<file path="src/rtl/core/bfd_pkg.sv">
// Shared types, register indexes, status codes and the CRC-16/MODBUS byte update.
package bfd_pkg;

  localparam int ByteW = 8;
  localparam int LenW  = 16;
  localparam int StW   = 3;
  localparam int CfgIdxW = 3;
  localparam int CfgDataW = 16;

  localparam logic [ByteW-1:0] HeadReset    = 8'hAA;
  localparam logic [ByteW-1:0] TailReset    = 8'h55;
  localparam logic [ByteW-1:0] FirstVerReset  = 8'h01;
  localparam logic [ByteW-1:0] SecondVerReset = 8'h02;
  localparam logic [LenW-1:0]  MaxPayReset  = 16'd255;
  localparam logic [15:0]      CrcInit      = 16'hFFFF;
  localparam logic [15:0]      CrcPoly      = 16'hA001;

  typedef enum logic [CfgIdxW-1:0] {
    REG_HEAD    = 3'd0,
    REG_TAIL    = 3'd1,
    REG_VER1    = 3'd2,
    REG_VER2    = 3'd3,
    REG_MAXPAY  = 3'd4
  } reg_idx_t;

  typedef enum logic [StW-1:0] {
    ST_OK       = 3'd0,
    ST_BAD_TAIL = 3'd1,
    ST_BAD_VER  = 3'd2,
    ST_TOO_LONG = 3'd3,
    ST_BAD_CRC  = 3'd4
  } frame_status_t;

  localparam logic KIND_DATA   = 1'b0;
  localparam logic KIND_STATUS = 1'b1;

  typedef enum logic [8:0] {
    S_HUNT   = 9'b000000001,
    S_VER    = 9'b000000010,
    S_TYPE   = 9'b000000100,
    S_LEN_LO = 9'b000001000,
    S_LEN_HI = 9'b000010000,
    S_PAY    = 9'b000100000,
    S_CRC_LO = 9'b001000000,
    S_CRC_HI = 9'b010000000,
    S_TAIL   = 9'b100000000
  } fsm_t;

  typedef struct packed {
    logic             kind;
    logic [ByteW-1:0] data_byte;
    logic [StW-1:0]   status;
    logic [ByteW-1:0] frame_version;
    logic [ByteW-1:0] frame_type;
    logic [LenW-1:0]  frame_length;
  } result_t;

  // one byte through the reflected polynomial, bit by bit
  function automatic logic [15:0] crc16_byte(input logic [15:0] crc_in,
                                             input logic [ByteW-1:0] b);
    logic [15:0] c;
    c = crc_in ^ {8'h00, b};
    for (int i = 0; i < 8; i++) begin
      if (c[0]) begin
        c = (c >> 1) ^ CrcPoly;
      end else begin
        c = c >> 1;
      end
    end
    return c;
  endfunction

endpackage

</file>
<file path="src/rtl/core/ble_frame_deframer_crc16_top.sv">
// Length-prefixed frame deframer with running CRC-16/MODBUS and a two-word output queue.
//
//  channel  | handshake              | payload
//  ---------+------------------------+---------------------------------------------
//  input    | in_valid / in_ready    | byte_value
//  output   | out_valid / out_ready  | kind, data_byte, status, frame_version,
//           |                        | frame_type, frame_length
//  config   | cfg_valid / cfg_ready  | cfg_index, cfg_data
//
// One word per cycle while in_ready is high: the frame state, counter compare and byte-wide CRC update
// sit between the input handshake and the output register.
// Results go to an output register backed by one skid entry; in_ready drops only
// while the skid entry is full.
// Synchronous active-high reset returns to hunting and restores register defaults.
// cfg_ready is always high; writes take effect on the next word.
module ble_frame_deframer_crc16_top
  import bfd_pkg::*;
(
  input  logic                clk,
  input  logic                rst,
  input  logic                in_valid,
  output logic                in_ready,
  input  logic [ByteW-1:0]    byte_value,
  output logic                out_valid,
  input  logic                out_ready,
  output logic                kind,
  output logic [ByteW-1:0]    data_byte,
  output logic [StW-1:0]      status,
  output logic [ByteW-1:0]    frame_version,
  output logic [ByteW-1:0]    frame_type,
  output logic [LenW-1:0]     frame_length,
  input  logic                cfg_valid,
  output logic                cfg_ready,
  input  logic [CfgIdxW-1:0]  cfg_index,
  input  logic [CfgDataW-1:0] cfg_data
);

  logic [ByteW-1:0] head_byte, tail_byte, first_version, second_version;
  logic [LenW-1:0]  max_payload;

  fsm_t             state, state_next;
  logic [LenW-1:0]  payload_len, payload_len_next;
  logic [LenW-1:0]  remain, remain_next;
  logic [ByteW-1:0] version_seen, version_seen_next;
  logic [ByteW-1:0] type_seen, type_seen_next;
  logic [15:0]      running_crc, running_crc_next;
  logic [ByteW-1:0] crc_low_byte, crc_low_byte_next;

  result_t          res, out_reg, skid_reg;
  logic             has_res;
  logic             skid_valid;
  logic             in_fire, push, pop;
  logic [15:0]      crc_upd;
  logic [LenW-1:0]  len_full;
  logic             ver_in_ok, ver_seen_ok;

  assign cfg_ready = 1'b1;
  assign in_ready  = !skid_valid;
  assign in_fire   = in_valid && in_ready;
  assign pop       = out_valid && out_ready;
  assign push      = in_fire && has_res;

  always_ff @(posedge clk) begin
    if (rst) begin
      head_byte      <= HeadReset;
      tail_byte      <= TailReset;
      first_version  <= FirstVerReset;
      second_version <= SecondVerReset;
      max_payload    <= MaxPayReset;
    end else if (cfg_valid) begin
      case (cfg_index)
        REG_HEAD:   head_byte      <= cfg_data[ByteW-1:0];
        REG_TAIL:   tail_byte      <= cfg_data[ByteW-1:0];
        REG_VER1:   first_version  <= cfg_data[ByteW-1:0];
        REG_VER2:   second_version <= cfg_data[ByteW-1:0];
        REG_MAXPAY: max_payload    <= cfg_data[LenW-1:0];
        default: ;
      endcase
    end
  end

  assign crc_upd     = crc16_byte((state == S_VER) ? CrcInit : running_crc, byte_value);
  assign len_full    = {byte_value, payload_len[ByteW-1:0]};
  assign ver_in_ok   = (byte_value == first_version) || (byte_value == second_version);
  assign ver_seen_ok = (version_seen == first_version) || (version_seen == second_version);

  always_comb begin
    state_next        = state;
    payload_len_next  = payload_len;
    remain_next       = remain;
    version_seen_next = version_seen;
    type_seen_next    = type_seen;
    running_crc_next  = running_crc;
    crc_low_byte_next = crc_low_byte;
    has_res           = 1'b0;
    res               = '0;
    case (state)
      S_HUNT: begin
        if (byte_value == head_byte) state_next = S_VER;
      end
      S_VER: begin
        if (ver_in_ok) begin
          version_seen_next = byte_value;
          running_crc_next  = crc_upd;
          state_next        = S_TYPE;
        end else if (byte_value != head_byte) begin
          state_next = S_HUNT;
        end
      end
      S_TYPE: begin
        type_seen_next   = byte_value;
        running_crc_next = crc_upd;
        state_next       = S_LEN_LO;
      end
      S_LEN_LO: begin
        payload_len_next = {{(LenW-ByteW){1'b0}}, byte_value};
        running_crc_next = crc_upd;
        state_next       = S_LEN_HI;
      end
      S_LEN_HI: begin
        payload_len_next = len_full;
        running_crc_next = crc_upd;
        remain_next      = len_full;
        if (len_full > max_payload) begin
          has_res           = 1'b1;
          res.kind          = KIND_STATUS;
          res.status        = ST_TOO_LONG;
          res.frame_version = version_seen;
          res.frame_type    = type_seen;
          res.frame_length  = len_full;
          // a head byte here opens a new frame
          state_next = (byte_value == head_byte) ? S_VER : S_HUNT;
        end else if (len_full == '0) begin
          state_next = S_CRC_LO;
        end else begin
          state_next = S_PAY;
        end
      end
      S_PAY: begin
        running_crc_next = crc_upd;
        remain_next      = remain - {{(LenW-1){1'b0}}, 1'b1};
        has_res          = 1'b1;
        res.kind         = KIND_DATA;
        res.data_byte    = byte_value;
        if (remain == {{(LenW-1){1'b0}}, 1'b1}) state_next = S_CRC_LO;
      end
      S_CRC_LO: begin
        crc_low_byte_next = byte_value;
        state_next        = S_CRC_HI;
      end
      S_CRC_HI: begin
        // leaves zero on a match
        running_crc_next = running_crc ^ {byte_value, crc_low_byte};
        state_next       = S_TAIL;
      end
      S_TAIL: begin
        has_res           = 1'b1;
        res.kind          = KIND_STATUS;
        res.frame_version = version_seen;
        res.frame_type    = type_seen;
        res.frame_length  = payload_len;
        if (!ver_seen_ok) begin
          res.status = ST_BAD_VER;
        end else if (byte_value != tail_byte) begin
          res.status = ST_BAD_TAIL;
        end else if (running_crc != '0) begin
          res.status = ST_BAD_CRC;
        end else begin
          res.status = ST_OK;
        end
        state_next = S_HUNT;
      end
      default: state_next = S_HUNT;
    endcase
  end

  always_ff @(posedge clk) begin
    if (rst) begin
      state        <= S_HUNT;
      payload_len  <= '0;
      remain       <= '0;
      version_seen <= '0;
      type_seen    <= '0;
      running_crc  <= CrcInit;
      crc_low_byte <= '0;
    end else if (in_fire) begin
      state        <= state_next;
      payload_len  <= payload_len_next;
      remain       <= remain_next;
      version_seen <= version_seen_next;
      type_seen    <= type_seen_next;
      running_crc  <= running_crc_next;
      crc_low_byte <= crc_low_byte_next;
    end
  end

  // output register with one skid word behind it
  always_ff @(posedge clk) begin
    if (rst) begin
      out_valid  <= 1'b0;
      skid_valid <= 1'b0;
    end else if (pop || !out_valid) begin
      if (skid_valid) begin
        out_valid  <= 1'b1;
        skid_valid <= push;
      end else begin
        out_valid <= push;
      end
    end else if (push) begin
      skid_valid <= 1'b1;
    end
  end

  always_ff @(posedge clk) begin
    if (pop || !out_valid) begin
      if (skid_valid) begin
        out_reg <= skid_reg;
        if (push) skid_reg <= res;
      end else if (push) begin
        out_reg <= res;
      end
    end else if (push) begin
      skid_reg <= res;
    end
  end

  assign kind          = out_reg.kind;
  assign data_byte     = out_reg.data_byte;
  assign status        = out_reg.status;
  assign frame_version = out_reg.frame_version;
  assign frame_type    = out_reg.frame_type;
  assign frame_length  = out_reg.frame_length;

  a_skid_behind_out: assert property (@(posedge clk) disable iff (rst)
    skid_valid |-> out_valid)
    else $error("skid word held with empty output register");

  a_pay_count: assert property (@(posedge clk) disable iff (rst)
    (state == S_PAY) |-> (remain != '0))
    else $error("payload state with no bytes left");

  a_tail_ends: assert property (@(posedge clk) disable iff (rst)
    (in_fire && state == S_TAIL) |=> (state == S_HUNT))
    else $error("frame did not end after tail word");

  a_data_clean: assert property (@(posedge clk) disable iff (rst)
    (out_valid && kind == KIND_DATA) |-> (status == '0 && frame_length == '0))
    else $error("payload word carries status fields");

endmodule

</file>
<file path="config.mk">
export PLATFORM = sky130hd
export DESIGN_NAME = ble_frame_deframer_crc16_top
export DESIGN_NICKNAME = d
export VERILOG_FILES = /design/src/rtl/core/bfd_pkg.sv /design/src/rtl/core/ble_frame_deframer_crc16_top.sv
export SDC_FILE = /design/constraint.sdc
export NUM_CORES = 1
export LEC_CHECK = 0
export CAP_MARGIN = 20
export CORE_MARGIN = 3
export CORE_UTILIZATION = 58
export CTS_CLUSTER_SIZE = 25
export DETAILED_ROUTE_END_ITERATION = 7
export DONT_BUFFER_PORTS = 1
export GPL_TIMING_DRIVEN = 0
export PLACE_DENSITY_LB_ADDON = 0.05
export SLEW_MARGIN = 40
export SYNTH_ARGS = -nofsm -noshare
export SYNTH_HDL_FRONTEND = slang
export SYNTH_SLANG_ARGS = --single-unit
</file>
<file path="constraint.sdc">
create_clock -name clk -period 4.9 [get_ports clk]
set_clock_uncertainty 0.15 [all_clocks]
set_input_delay 0.98 -clock clk [delete_from_list [all_inputs] [get_ports clk]]
set_output_delay 0.98 -clock clk [all_outputs]
set_load 0.05 [all_outputs]
</file>
==> results.json <==
{
  "outcome": "completed",
  "clock_sinks": 219,
  "powerDensity_nw_per_um2": 344,
  "drt_iter0_drc": 819,
  "endpoint_kind": "flip-flop",
  "max_stage_delay_ns": 0.53,
  "power.leakage_nw": 4.63,
  "cpMaxStageDelayCell": "dfxtp_1",
  "diodes": 0,
  "cts_made_buffers": 24,
  "dieArea_um2": 20300,
  "holdBufCountCts": 0,
  "drc_errors": 0,
  "synth_area_leaders": "edfxtp_1 (25%), dfxtp_1 (24%), nand2_1 (5.3%)",
  "min_period_ns": 3.90,
  "fillers": 1479,
  "fin_area_um2": 12000,
  "overflow": 0,
  "dp_cells": 1392,
  "vias_per_cell": 6.05,
  "async_flop_share": 0,
  "dieHeight_um": 142,
  "syn-num-nets": 1209,
  "critPathArrivalTime_ns": 4.02,
  "start_kind": "flip-flop",
  "cts_buffer_depth": 3,
  "synth_ff_type": "dfxtp_1",
  "hold_path.class": "reg2reg",
  "syn_area_um2": 10800,
  "antenna_found_initial": 0,
  "die_x_um": 142,
  "finalHoldViolations": 0,
  "grt_usage": 0.278,
  "busiest_layer": "met2",
  "post-cts-setup-buffer-count": 0,
  "cp_common_cell": "buf_16",
  "nets": 1239,
  "place_hpwl_mm": 19.8,
  "clk_pin_slew_ns": 0.06,
  "grt_start_max_net_pins": 21,
  "rsz0062_at_grt": "no",
  "yosys_warnings": 0,
  "start_util": 0.596,
  "worstSetupPathType": "reg2reg",
  "critPathMaxFanout": 17,
  "max_slew_margin": 0.433,
  "tightest_slew_ns": 0.851,
  "seqCellArea_um2": 5270,
  "ctsResizeCount": 0,
  "max-cap-violations": 0,
  "grt_pass1_wl_mm": 44.6,
  "setup-violations-final": 0,
  "num_io_pins": 79,
  "multi_input_area_um2": 5020,
  "port_buffers": 0,
  "path_buf_inv": 3,
  "drive_gt1_frac": 0.0920,
  "crit_chain": "ha_1, nor2b_1, o211ai_1, a21boi_0, o311ai_1, a31oi_1, buf_2, nor2_1, a21oi_4, buf_16, buf_16",
  "cts_tree": "done",
  "syn_area_per_cell_um2": 9.30,
  "fin_crit_sh": 0.795,
  "routabilityCongestion": 0.954,
  "netlist_instances": 1159,
  "place_area_um2": 11200,
  "firstDrtPassIters": 5,
  "grt_pass1_vias": 8153,
  "synth.ff_latch_count": 219,
  "core_um2": 18100,
  "ys_types": 72,
  "fin_tns_setup_ns": 0,
  "cts-root-buf": "clkbuf_16",
  "synth_most_common_cell": "nand2_1",
  "synth_top_area_frac": 0.245,
  "grtUsageMet2": 0.447,
  "wl_per_cell_um": 19.9,
  "largest_reg_flops": 44,
  "synthTopCellsByCount": "nand2_1 (152), dfxtp_1 (131), a21oi_1 (100), nor2_1 (96), edfxtp_1 (88)",
  "fin_total_pwr_mw": 4.11,
  "required_ns": 5.02,
  "postRouteAntennaNets": 0,
  "peakVddDrop_mv": 0.275,
  "maxSlewViolCount": 0,
  "grtUsageMet3": 0.0467,
  "ys_seq_area_frac": 0.488,
  "clock_latency_ns": 0.53,
  "critPathTopFamily": "compound AO/OA/AOI/OAI gates",
  "wirelength_mm": 28.5,
  "yosysTopAreaCell": "edfxtp_1",
  "fin_cells": 1436,
  "via_count": 8684,
  "fmax_mhz": 257,
  "area_delta_synth_final_pct": 10.8,
  "htreeDepth": 1,
  "met1_usage": 0.386,
  "rows": 49,
  "synth-edff-count": 88
}
[final timing paths]
| check | start | slack [ns] | to | cells past startpoint |
|---|---|---|---|---|
| max reg2reg | payload_len[1] | 1.00 | skid_reg[12] | 11 |
| min | max_payload[9] | 0.30 | max_payload[9] | 2 |
| max | payload_len[1] | 1.00 | skid_reg[12] | 11 |
| min reg2reg | max_payload[9] | 0.30 | max_payload[9] | 2 |
[per-stage QoR]
step	setup slack [ns]	utilization	hold slack, ns
6_report	1.00	0.661	0.302
5_1_grt	0.814	0.661	0.331
4_1_cts	0.802	0.660	0.307
3_5_place_dp	0.584	0.619	0.299
3_3_place_gp	-0.422	0.613	0.293
2_1_floorplan	0.745	-	0.282
[cell usage in the layout (no fill, tap or decap), drive strengths merged, types with 5 or more instances in the layout]
cell / synthesis / routed
nand4: 14 / 14
mux2: 15 / 15
inv: 48 / 49
o21ai: 70 / 70
a31oi: 8 / 8
nand2b: 19 / 19
ha: 18 / 18
clkinv: 0 / 12
nand3: 31 / 31
xnor2: 55 / 55
mux2i: 30 / 30
nor3: 16 / 16
edfxtp: 88 / 88
o31ai: 6 / 6
and2: 11 / 11
buf: 28 / 32
nor2b: 9 / 9
a221o: 5 / 5
clkbuf: 55 / 83
a211o: 5 / 5
dfxtp: 131 / 131
nor4: 19 / 19
nand2: 154 / 154
a21oi: 101 / 101
or2: 10 / 10
a22oi: 6 / 6
nand3b: 16 / 16
nor2: 96 / 96
xor2: 32 / 32
[report_power, final]
group	internal (mW)	total [mW]	switching (mW)
Clock	0.970	1.71	0.737
Combinational	0.179	0.474	0.295
Sequential	1.91	1.93	0.0228
Total	3.06	4.11	1.05
[routing by layer]
metal / vias to the layer above / share of wire
li1: 4106 / -
met1: 4158 / 0.44
met2: 349 / 0.45
met3: 71 / 0.075
met4: 0 / 0.031
met5: - / 0
[cell type report]
| class | instances | share of cell area |
|---|---|---|
| multi-input combinational | 809 | 0.420 |
| clock inverter | 16 | 0.00995 |
| tap | 229 | 0.0240 |
| inverter | 48 | 0.0151 |
| timing repair buffer | 4 | 0.00712 |
| buffer | 83 | 0.0306 |
| clock buffer | 28 | 0.0524 |
| sequential | 219 | 0.441 |
[logic make-up after synthesis]
group | Yosys count | synth area share
AOI/OAI and AO/OA | 244 | 0.137
DFF | 219 | 0.488
other | 1 | 0.000348
buffers and inverters | 131 | 0.0502
and+or+nand+nor | 412 | 0.185
muxes | 45 | 0.0435
xor gates and xnor gates | 89 | 0.0751
adders and majority gates | 18 | 0.0209
[worst register-to-register path, cell delays in order, from the launching register on]
cell and delay, ns:
dfxtp_1 0.53, ha_1 0.31, nor2b_1 0.13, o211ai_1 0.14, a21boi_0 0.11, o311ai_1 0.53, a31oi_1 0.32, buf_2 0.29
nor2_1 0.44, a21oi_4 0.29, buf_16 0.24, buf_16 0.16
Note: power is estimated with default switching activity, not from simulation.
